### src/hdl/lcfs_pkg.sv
`timescale 1ns / 1ps
`default_nettype none
// ----------------------------------------------------------------------------
// LCFS scheduler package
// Shared sizes, entry layouts and sequencer states of the completion order unit.
// ----------------------------------------------------------------------------
package lcfs_pkg;

    localparam int MAX_TASKS = 16;
    localparam int IDX_W     = $clog2(MAX_TASKS);
    localparam int CNT_W     = $clog2(MAX_TASKS + 1);

    typedef struct packed {
        logic [7:0]  tag;
        logic [10:0] start;
        logic [9:0]  len;
    } task_t;

    typedef struct packed {
        logic [7:0] tag;
        logic [9:0] left;
    } slot_t;

    typedef enum logic [3:0] {
        ST_LOAD,
        ST_SORT_KEY,
        ST_SORT_GET,
        ST_SORT_CMP,
        ST_SORT_PLACE,
        ST_RUN_FIRST,
        ST_RUN_PREV,
        ST_RUN_CUR,
        ST_POP,
        ST_FINAL,
        ST_DRAIN
    } state_t;

endpackage
`default_nettype wire

### src/hdl/lcfs_preemptive_completion_order_unit.sv
`timescale 1ns / 1ps
`default_nettype none
// ----------------------------------------------------------------------------
// LCFS preemptive completion order unit
// Loads a task set, sorts it by start minute and replays a preemptive
// last-come-first-served schedule, sending task tags in completion order.
// ----------------------------------------------------------------------------
// Usage:
// Tasks arrive on the input channel (in_valid/in_ready), one transfer per
// cycle while the block loads. The transfer with final_task set closes the
// set. Tasks beyond MAX_TASKS are ignored and raise dropped on every result.
// After the final transfer in_ready stays low while the block works. The
// stable insertion sort runs over the task memory, one compare per cycle.
// The replay then loads the first task as the running one and steps through
// the rest in order, visiting the pause stack when a completion leaves idle
// time; both memories have registered reads. Results leave
// through an output register (out_valid/out_ready), one per loaded task,
// run_end on the last. A stalled receiver holds the sequencer at its next
// completion; once the last result sits in the output register the block
// loads again.
// Reset empties the set, the pause stack and the overflow flag and leaves the
// output empty; the memory contents are not cleared.
// ----------------------------------------------------------------------------
module lcfs_preemptive_completion_order_unit (
    input  wire logic        clk,
    input  wire logic        rst_n,
    input  wire logic        in_valid,
    output logic             in_ready,
    input  wire logic [7:0]  task_tag,
    input  wire logic [10:0] start_minute,
    input  wire logic [9:0]  duration,
    input  wire logic        final_task,
    output logic             out_valid,
    input  wire logic        out_ready,
    output logic [7:0]       done_tag,
    output logic             run_end,
    output logic             dropped
);
    import lcfs_pkg::*;

    // Task memory and pause stack memory, each one write and one read port.
    task_t task_mem [MAX_TASKS];
    slot_t stk_mem  [MAX_TASKS];
    task_t task_rd_reg;
    slot_t stk_rd_reg;

    state_t state_reg, state_next;
    logic [CNT_W-1:0] count_reg, count_next;
    logic [CNT_W-1:0] depth_reg, depth_next;
    logic             ovf_reg, ovf_next;
    logic [IDX_W-1:0] i_reg, i_next;
    logic [IDX_W-1:0] j_reg, j_next;
    task_t            key_reg, key_next;
    task_t            prev_reg, prev_next;
    logic [10:0]      rem_reg, rem_next;

    logic             out_valid_reg;
    logic [7:0]       done_tag_reg;
    logic             run_end_reg;
    logic             dropped_reg;

    logic             task_we, task_re, stk_we, stk_re;
    logic [IDX_W-1:0] task_waddr, task_raddr, stk_waddr, stk_raddr;
    task_t            task_wdata;
    slot_t            stk_wdata;
    logic             emit, emit_last;
    logic [7:0]       emit_tag;
    logic             can_emit;
    logic [CNT_W-1:0] last_idx;
    logic [10:0]      gap;
    logic [10:0]      len_ext;
    logic [11:0]      pop_rest;
    logic             at_last;

    assign can_emit = !out_valid_reg || out_ready;
    assign last_idx = count_reg - CNT_W'(1);
    assign gap      = task_rd_reg.start - prev_reg.start;
    assign len_ext  = {1'b0, prev_reg.len};
    assign pop_rest = {1'b0, rem_reg} - {2'b00, stk_rd_reg.left};
    assign at_last  = ({1'b0, i_reg} == last_idx);

    always_ff @(posedge clk)
    begin
        if (task_we)
        begin
            task_mem[task_waddr] <= task_wdata;
        end
        if (task_re)
        begin
            task_rd_reg <= task_mem[task_raddr];
        end
    end

    always_ff @(posedge clk)
    begin
        if (stk_we)
        begin
            stk_mem[stk_waddr] <= stk_wdata;
        end
        if (stk_re)
        begin
            stk_rd_reg <= stk_mem[stk_raddr];
        end
    end

    always_ff @(posedge clk or negedge rst_n)
    begin
        if (!rst_n)
        begin
            state_reg     <= ST_LOAD;
            count_reg     <= '0;
            depth_reg     <= '0;
            ovf_reg       <= 1'b0;
            out_valid_reg <= 1'b0;
        end
        else
        begin
            state_reg <= state_next;
            count_reg <= count_next;
            depth_reg <= depth_next;
            ovf_reg   <= ovf_next;
            if (emit)
            begin
                out_valid_reg <= 1'b1;
            end
            else if (out_ready)
            begin
                out_valid_reg <= 1'b0;
            end
        end
    end

    always_ff @(posedge clk)
    begin
        i_reg    <= i_next;
        j_reg    <= j_next;
        key_reg  <= key_next;
        prev_reg <= prev_next;
        rem_reg  <= rem_next;
        if (emit)
        begin
            done_tag_reg <= emit_tag;
            run_end_reg  <= emit_last;
            dropped_reg  <= ovf_reg;
        end
    end

    always_comb
    begin
        state_next = state_reg;
        count_next = count_reg;
        depth_next = depth_reg;
        ovf_next   = ovf_reg;
        i_next     = i_reg;
        j_next     = j_reg;
        key_next   = key_reg;
        prev_next  = prev_reg;
        rem_next   = rem_reg;
        task_we    = 1'b0;
        task_waddr = j_reg;
        task_wdata = key_reg;
        task_re    = 1'b0;
        task_raddr = i_reg;
        stk_we     = 1'b0;
        stk_waddr  = depth_reg[IDX_W-1:0];
        stk_wdata  = '0;
        stk_re     = 1'b0;
        stk_raddr  = IDX_W'(depth_reg - CNT_W'(1));
        emit       = 1'b0;
        emit_tag   = prev_reg.tag;
        emit_last  = 1'b0;
        in_ready   = 1'b0;

        case (state_reg)
            ST_LOAD:
            begin
                in_ready = 1'b1;
                if (in_valid)
                begin
                    if (count_reg < CNT_W'(MAX_TASKS))
                    begin
                        task_we    = 1'b1;
                        task_waddr = count_reg[IDX_W-1:0];
                        task_wdata = '{tag: task_tag, start: start_minute, len: duration};
                        count_next = count_reg + CNT_W'(1);
                    end
                    else
                    begin
                        ovf_next = 1'b1;
                    end
                    if (final_task)
                    begin
                        i_next     = IDX_W'(1);
                        state_next = (count_next > CNT_W'(1)) ? ST_SORT_KEY : ST_RUN_FIRST;
                    end
                end
            end

            ST_SORT_KEY:
            begin
                task_re    = 1'b1;
                task_raddr = i_reg;
                state_next = ST_SORT_GET;
            end

            ST_SORT_GET:
            begin
                key_next   = task_rd_reg;
                j_next     = i_reg;
                task_re    = 1'b1;
                task_raddr = i_reg - IDX_W'(1);
                state_next = ST_SORT_CMP;
            end

            ST_SORT_CMP:
            begin
                task_we    = 1'b1;
                task_waddr = j_reg;
                if (task_rd_reg.start > key_reg.start)
                begin
                    // Shift the larger entry up one place and keep walking down.
                    task_wdata = task_rd_reg;
                    j_next     = j_reg - IDX_W'(1);
                    if (j_reg == IDX_W'(1))
                    begin
                        state_next = ST_SORT_PLACE;
                    end
                    else
                    begin
                        task_re    = 1'b1;
                        task_raddr = j_reg - IDX_W'(2);
                    end
                end
                else
                begin
                    task_wdata = key_reg;
                    i_next     = i_reg + IDX_W'(1);
                    state_next = at_last ? ST_RUN_FIRST : ST_SORT_KEY;
                end
            end

            ST_SORT_PLACE:
            begin
                task_we    = 1'b1;
                task_waddr = j_reg;
                task_wdata = key_reg;
                i_next     = i_reg + IDX_W'(1);
                state_next = at_last ? ST_RUN_FIRST : ST_SORT_KEY;
            end

            ST_RUN_FIRST:
            begin
                task_re    = 1'b1;
                task_raddr = '0;
                depth_next = '0;
                state_next = ST_RUN_PREV;
            end

            ST_RUN_PREV:
            begin
                prev_next = task_rd_reg;
                if (count_reg == CNT_W'(1))
                begin
                    state_next = ST_FINAL;
                end
                else
                begin
                    i_next     = IDX_W'(1);
                    task_re    = 1'b1;
                    task_raddr = IDX_W'(1);
                    state_next = ST_RUN_CUR;
                end
            end

            ST_RUN_CUR:
            begin
                if (gap > len_ext)
                begin
                    if (can_emit)
                    begin
                        emit      = 1'b1;
                        rem_next  = gap - len_ext;
                        prev_next = task_rd_reg;
                        if (depth_reg != '0)
                        begin
                            stk_re     = 1'b1;
                            state_next = ST_POP;
                        end
                        else if (at_last)
                        begin
                            state_next = ST_FINAL;
                        end
                        else
                        begin
                            i_next     = i_reg + IDX_W'(1);
                            task_re    = 1'b1;
                            task_raddr = i_reg + IDX_W'(1);
                        end
                    end
                end
                else if (gap == len_ext || can_emit || depth_reg >= CNT_W'(MAX_TASKS))
                begin
                    if (gap == len_ext)
                    begin
                        emit = 1'b1;
                    end
                    else if (depth_reg < CNT_W'(MAX_TASKS))
                    begin
                        // The new task preempts the running one.
                        stk_we     = 1'b1;
                        stk_wdata  = '{tag: prev_reg.tag, left: 10'(len_ext - gap)};
                        depth_next = depth_reg + CNT_W'(1);
                    end
                    if (gap != len_ext || can_emit)
                    begin
                        prev_next = task_rd_reg;
                        if (at_last)
                        begin
                            state_next = ST_FINAL;
                        end
                        else
                        begin
                            i_next     = i_reg + IDX_W'(1);
                            task_re    = 1'b1;
                            task_raddr = i_reg + IDX_W'(1);
                        end
                    end
                    else
                    begin
                        emit = 1'b0;
                    end
                end
                else
                begin
                    stk_we     = 1'b1;
                    stk_wdata  = '{tag: prev_reg.tag, left: 10'(len_ext - gap)};
                    depth_next = depth_reg + CNT_W'(1);
                    prev_next  = task_rd_reg;
                    if (at_last)
                    begin
                        state_next = ST_FINAL;
                    end
                    else
                    begin
                        i_next     = i_reg + IDX_W'(1);
                        task_re    = 1'b1;
                        task_raddr = i_reg + IDX_W'(1);
                    end
                end
            end

            ST_POP:
            begin
                if (!pop_rest[11])
                begin
                    // The idle gap covers the paused task: it completes.
                    if (can_emit)
                    begin
                        emit       = 1'b1;
                        emit_tag   = stk_rd_reg.tag;
                        rem_next   = pop_rest[10:0];
                        depth_next = depth_reg - CNT_W'(1);
                        if (depth_reg > CNT_W'(1))
                        begin
                            stk_re    = 1'b1;
                            stk_raddr = IDX_W'(depth_reg - CNT_W'(2));
                        end
                        else if (at_last)
                        begin
                            state_next = ST_FINAL;
                        end
                        else
                        begin
                            i_next     = i_reg + IDX_W'(1);
                            task_re    = 1'b1;
                            task_raddr = i_reg + IDX_W'(1);
                            state_next = ST_RUN_CUR;
                        end
                    end
                end
                else
                begin
                    stk_we     = 1'b1;
                    stk_waddr  = IDX_W'(depth_reg - CNT_W'(1));
                    stk_wdata  = '{tag: stk_rd_reg.tag, left: 10'(12'd0 - pop_rest)};
                    if (at_last)
                    begin
                        state_next = ST_FINAL;
                    end
                    else
                    begin
                        i_next     = i_reg + IDX_W'(1);
                        task_re    = 1'b1;
                        task_raddr = i_reg + IDX_W'(1);
                        state_next = ST_RUN_CUR;
                    end
                end
            end

            ST_FINAL:
            begin
                if (can_emit)
                begin
                    emit      = 1'b1;
                    emit_last = (depth_reg == '0);
                    if (depth_reg != '0)
                    begin
                        stk_re     = 1'b1;
                        state_next = ST_DRAIN;
                    end
                    else
                    begin
                        count_next = '0;
                        ovf_next   = 1'b0;
                        state_next = ST_LOAD;
                    end
                end
            end

            ST_DRAIN:
            begin
                if (can_emit)
                begin
                    emit       = 1'b1;
                    emit_tag   = stk_rd_reg.tag;
                    emit_last  = (depth_reg == CNT_W'(1));
                    depth_next = depth_reg - CNT_W'(1);
                    if (depth_reg > CNT_W'(1))
                    begin
                        stk_re    = 1'b1;
                        stk_raddr = IDX_W'(depth_reg - CNT_W'(2));
                    end
                    else
                    begin
                        count_next = '0;
                        ovf_next   = 1'b0;
                        state_next = ST_LOAD;
                    end
                end
            end

            default:
            begin
                state_next = ST_LOAD;
            end
        endcase
    end

    assign out_valid = out_valid_reg;
    assign done_tag  = done_tag_reg;
    assign run_end   = run_end_reg;
    assign dropped   = dropped_reg;

endmodule
`default_nettype wire

### config.mk
export PLATFORM = sky130hd
export DESIGN_NAME = lcfs_preemptive_completion_order_unit
export DESIGN_NICKNAME = d
export VERILOG_FILES = /design/src/hdl/lcfs_pkg.sv /design/src/hdl/lcfs_preemptive_completion_order_unit.sv
export SDC_FILE = /design/constraint.sdc
export NUM_CORES = 1
export LEC_CHECK = 0
export BUFFER_PORTS_ARGS = -buffer_cell sky130_fd_sc_hd__buf_2
export CAP_MARGIN = 0
export CELL_PAD_IN_SITES_DETAIL_PLACEMENT = 1
export CELL_PAD_IN_SITES_GLOBAL_PLACEMENT = 1
export CORE_MARGIN = 2
export CORE_UTILIZATION = 41
export DETAILED_ROUTE_END_ITERATION = 8
export PLACE_DENSITY = 0.67
export SLEW_MARGIN = 20
export SYNTH_ARGS = -nofsm -noshare
export SYNTH_HDL_FRONTEND = slang
export SYNTH_SLANG_ARGS = --single-unit
### constraint.sdc
create_clock -name clk -period 8.1 [get_ports clk]
set_clock_uncertainty 0.2 [all_clocks]
set_input_delay 0.405 -clock clk [delete_from_list [all_inputs] [get_ports clk]]
set_output_delay 0.405 -clock clk [all_outputs]
set_load 0.05 [all_outputs]
==> qor_table.md <==
| Group | Parameter | Reported |
|---|---|---|
| worst setup path | Max Fanout on Critical Path | 65 |
| clock network | Clock buffer count from CTS | 97 |
| sta | Setup repair after global routing missed its margin | no |
| global routing | GRT Overall Usage | 0.2260 |
| synthesis | Portion of synthesized cell area occupied by the leading cell type | 0.6748 |
| detailed routing | Amount of wire on met2 after detailed routing | 56,030 µm |
| detailed routing | Routed via count | 23,803 |
| synthesis | Number of synthesized flops with an enable pin | 886 |
| sta | Max transition margin | 0.2295 |
| sta | Max Transition Viols Final | 0 |
| global routing | Pin count of the biggest net entering global routing | 117 |
| detailed routing | Highest signal layer in the routed design | met4 |
| placed design | Half-perimeter wire length of the detailed placement result | 65,310 µm |
| global routing | Initial antenna violation count | 3 |
| die | Top Ports | 46 |
| clock network | Number of H-tree levels | 3 |
| final layout | Register name with the most flops | task_mem |
| die | Die area | 98,660 µm² |
| clock network | TritonCTS clock tree | done |
| detailed routing | Total routed wirelength | 111,700 µm |
| detailed routing | Routed wire length per instance | 27.72 µm |
| detailed routing | First-pass detailed-route iteration total | 5 |
| detailed routing | ANT nets after route | 0 |
| die | Chip Height | 314.1 µm |
| synthesis | Flops & latches, synth | 902 |
| synthesis | Combinational family with the most area after synthesis | compound AO/OA/AOI/OAI gates |
| synthesis | Main area contributors after synthesis | sky130_fd_sc_hd__edfxtp_1 (67%), sky130_fd_sc_hd__mux4_2 (4.1%), sky130_fd_sc_hd__mux2i_1 (3.1%) |
| synthesis | Count of synthesis-stage warnings from yosys | 0 |
| final layout | Number of flip-flops in the largest register | 464 |
| worst setup path | Data arrival time of the critical path | 7.30 ns |
| synthesis | Sequential area share after synthesis | 0.6850 |
| global routing | Via count of the first global-routing pass | 25,148 |
| clock network | Root buffer cell | sky130_fd_sc_hd__clkbuf_16 |
| detailed routing | Count of routing violations after the opening detailed-route iteration | 2,141 |
| synthesis | Count of cell types in the netlist | 88 |
| outcome | Status | finished clean |
| synthesis | Synth Cell Area | 39,430 µm² |
| sta | Fmax achieved | 142.6 MHz |
| clock network | Number of buffers on the longest clock path | 3 |
| detailed routing | Final routed DRC violation total | 0 |
| detailed routing | Detailed-route vias per instance | 5.905 |
| sta | Final Critical Period | 7.015 ns |
| sta | Final Hold Violating Endpoints | 0 |
| synthesis | Top cell type by total area after synthesis | sky130_fd_sc_hd__edfxtp_1 |
| detailed routing | Met3 Wirelength | 5854 µm |
| clock network | Clock sinks | 902 |
| synthesis | Number of cells produced by synthesis | 2,619 |
| worst setup path | Slowest-stage cell, CP | sky130_fd_sc_hd__buf_4 |
| synthesis | Simple-gate area share of the yosys netlist | 0.05570 |
| global routing | Overflow left after global routing | 0 |
| clock network | Clock input transition at the sequential cells of the worst setup and hold paths | 0.07 ns |
| flow run | Max-cap check violation count | 0 |
| placed design | Final weighted congestion in routability-driven placement | 0.8774 |
| final layout | Leading registers by flop count | task_mem (464), stk_mem (288) |
| worst setup path | Element type at the critical path start | flip-flop |
| placed design | PortBufs | 45 |
| final layout | Final core area utilization | 0.4691 |
| sta | Final-report setup violation count | 0 |
| worst setup path | Capturing element type of the critical path | flip-flop |
| die | Area of the core | 95,150 µm² |
| min path | Worst min-delay path category | input port to asynchronous set/reset pin |
| global routing | Global-route wire length before repair | 165,700 µm |
| synthesis | Post-synthesis adder-cell area fraction | 0.02361 |
| die | Starting density of the core | 0.4143 |
| synthesis | Fraction of synthesized cell area in xor and xnor cells | 0.01241 |
| sta | Setup tns final | 0 ns |
| die | Die W | 314.1 µm |
| final layout | Area growth syn-to-layout | 13.22% |
| synthesis | Share of cell area taken by muxes after synthesis | 0.09124 |
| worst setup path | Required time at the worst-slack endpoint | 8.39 ns |
| worst setup path | Crit path cell chain | ha_1, nor2b_1, o21ai_0, nand2b_1, a21o_1, a21o_1, a21o_1, a21o_1, a21o_1, a21oi_1, xnor2_1, ha_1, nand3_1, nor2_1, a211o_1, o21ai_1, a21oi_1, o31ai_1, nor4_1, nor2_4, buf_4, mux2_2, o311a_1, a211oi_1 |
| final layout | Total Nets Final | 2,793 |
| synthesis | Post-synth ARST share | 0.01774 |
| detailed routing | WL met1 | 46,890 µm |
| sta | Final period util | 0.8660 |
| synthesis | Mapped Nets | 2,725 |
| worst setup path | Delay of the slowest cell on the worst path | 0.82 ns |
| clock network | Clk_lat worst skew | 0.68 ns |
| die | Core Rows | 113 |
| worst setup path | Path type of the worst setup path | flip-flop to flip-flop |
| synthesis | Avg Cell Area, Syn | 15.05 µm² |
| clock network | # resized after CTS | 0 |
| synthesis | Main synth FF type | sky130_fd_sc_hd__edfxtp_1 |
| sta | Slew at the pin with the worst max-slew slack | 1.152 ns |
| final layout | Fraction of final layout cells sized beyond drive strength 1 | 0.1617 |
| synthesis | Synth Area in Compound Gates | 0.1037 |
| worst setup path | Most used cell, CP | sky130_fd_sc_hd__a21o_1 |
worst max-delay path, delay by kind of cell, from the launching register on:
| family | cells | cell delay, ns |
|---|---|---|
| buffers and inverters | 1 | 0.82 |
| DFF | 1 | 0.48 |
| xor gates and xnor gates | 1 | 0.20 |
| AOI/OAI and AO/OA | 13 | 2.75 |
| muxes | 1 | 0.44 |
| adders and majority gates | 2 | 0.64 |
| and+or+nand+nor | 6 | 1.24 |
per-stage QoR:
step | hold slack, ns | setup WS (ns) | instance area [µm²] | instances
2_1_floorplan | -0.09059 | 2.353 | 39430 | 2619
3_5_place_dp | 0.1634 | 1.085 | 41370 | 3850
5_1_grt | 0.06297 | 0.6354 | 44640 | 4030
6_report | 0.02801 | 1.085 | 44640 | 4031
3_3_place_gp | 0.1517 | 1.291 | 41370 | 3849
4_1_cts | 0.02273 | 1.055 | 44570 | 4029
cell families (layout without fill, tap and decap cells):
family          count (synthesis)  count (layout)
flops                         902             902
compound gates                579             579
simple gates                  497             497
mux                           261             261
buf+inv                       253             399
fa+ha+maj                      72              72
xor+xnor                       55              55
other cells                     0               1
layout by cell type (no fill, tap or decap), types with 23 or more instances in the layout:
master / Yosys / final
sky130_fd_sc_hd__o311a_1: 28 / 28
sky130_fd_sc_hd__buf_4: 11 / 65
sky130_fd_sc_hd__o22ai_1: 68 / 63
sky130_fd_sc_hd__mux2i_1: 122 / 121
sky130_fd_sc_hd__buf_2: 49 / 46
sky130_fd_sc_hd__a31oi_1: 37 / 34
sky130_fd_sc_hd__mux4_2: 72 / 72
sky130_fd_sc_hd__o21ai_0: 78 / 78
sky130_fd_sc_hd__clkbuf_16: 0 / 99
sky130_fd_sc_hd__a221o_1: 32 / 32
sky130_fd_sc_hd__inv_1: 104 / 103
sky130_fd_sc_hd__mux2_1: 25 / 25
sky130_fd_sc_hd__clkinv_2: 0 / 23
sky130_fd_sc_hd__a211oi_1: 53 / 53
sky130_fd_sc_hd__a21oi_1: 118 / 117
sky130_fd_sc_hd__nor2_4: 1 / 23
sky130_fd_sc_hd__nor2_1: 124 / 87
sky130_fd_sc_hd__edfxtp_1: 886 / 886
sky130_fd_sc_hd__o22a_1: 30 / 30
sky130_fd_sc_hd__a222oi_1: 28 / 28
sky130_fd_sc_hd__nand2_1: 238 / 237
sky130_fd_sc_hd__mux2_2: 42 / 42
sky130_fd_sc_hd__ha_1: 68 / 68
sky130_fd_sc_hd__xnor2_1: 33 / 32
sky130_fd_sc_hd__a21o_1: 24 / 24
timing repair:
| item | in CTS | in global routing |
|---|---|---|
| hold buffers | 2 | 0 |
| setup buffers | 0 | 0 |
| endpoints found under the hold margin | 17 | 0 |
layout make-up:
cell class / count / area [µm²]
clock inverters: 64 / 640.6
diodes: 1 / 2.502
clock buffers: 113 / 2530
multi-input cells: 1464 / 11660
inverters: 105 / 394.1
flip-flops and latches: 902 / 27010
fillers: 9280 / 50510
repair buffers: 117 / 825.8
well taps: 1265 / 1583
cell usage after synthesis, drive strengths merged (8+ instances only):
library cell / n
dfrtp: 16
o211ai: 8
mux2i: 122
a22o: 10
a221o: 32
a21o: 24
nand2: 238
xnor2: 34
nor2b: 16
nor3: 21
xor2: 21
o21ai: 83
and2: 21
mux2: 67
clkbuf: 76
a31oi: 38
nand2b: 12
nand4: 8
o311a: 28
a222oi: 28
mux4: 72
nor2: 125
buf: 72
inv: 104
a211oi: 55
o22ai: 68
o22a: 30
nand3: 19
ha: 68
a21oi: 119
edfxtp: 886
final timing paths:
| path | endpoint | startpoint | depth (start not counted) | slack, ns |
|---|---|---|---|---|
| max | task_rd_reg[2] | task_rd_reg[11] | 24 | 1.09 |
| min | depth_reg[0] | rst_n | 2 | 0.03 |
| max reg2reg | task_rd_reg[2] | task_rd_reg[11] | 24 | 1.09 |
| min reg2reg | dropped | ovf_reg | 0 | 0.30 |
| max in group asynchronous | depth_reg[4] | rst_n | 2 | 7.36 |
| min in group clk | count_reg[4] | in_valid | 4 | 0.12 |
layer usage:
metal / track usage / up-vias
li1: - / 10392
met1: 0.2988 / 12492
met2: 0.3874 / 726
met3: 0.03274 / 193
met4: 0.06666 / 0
met5: 0 / -
Power is not shown: default switching activity piles up to over one toggle a cycle in this logic, so the estimate is an artifact.
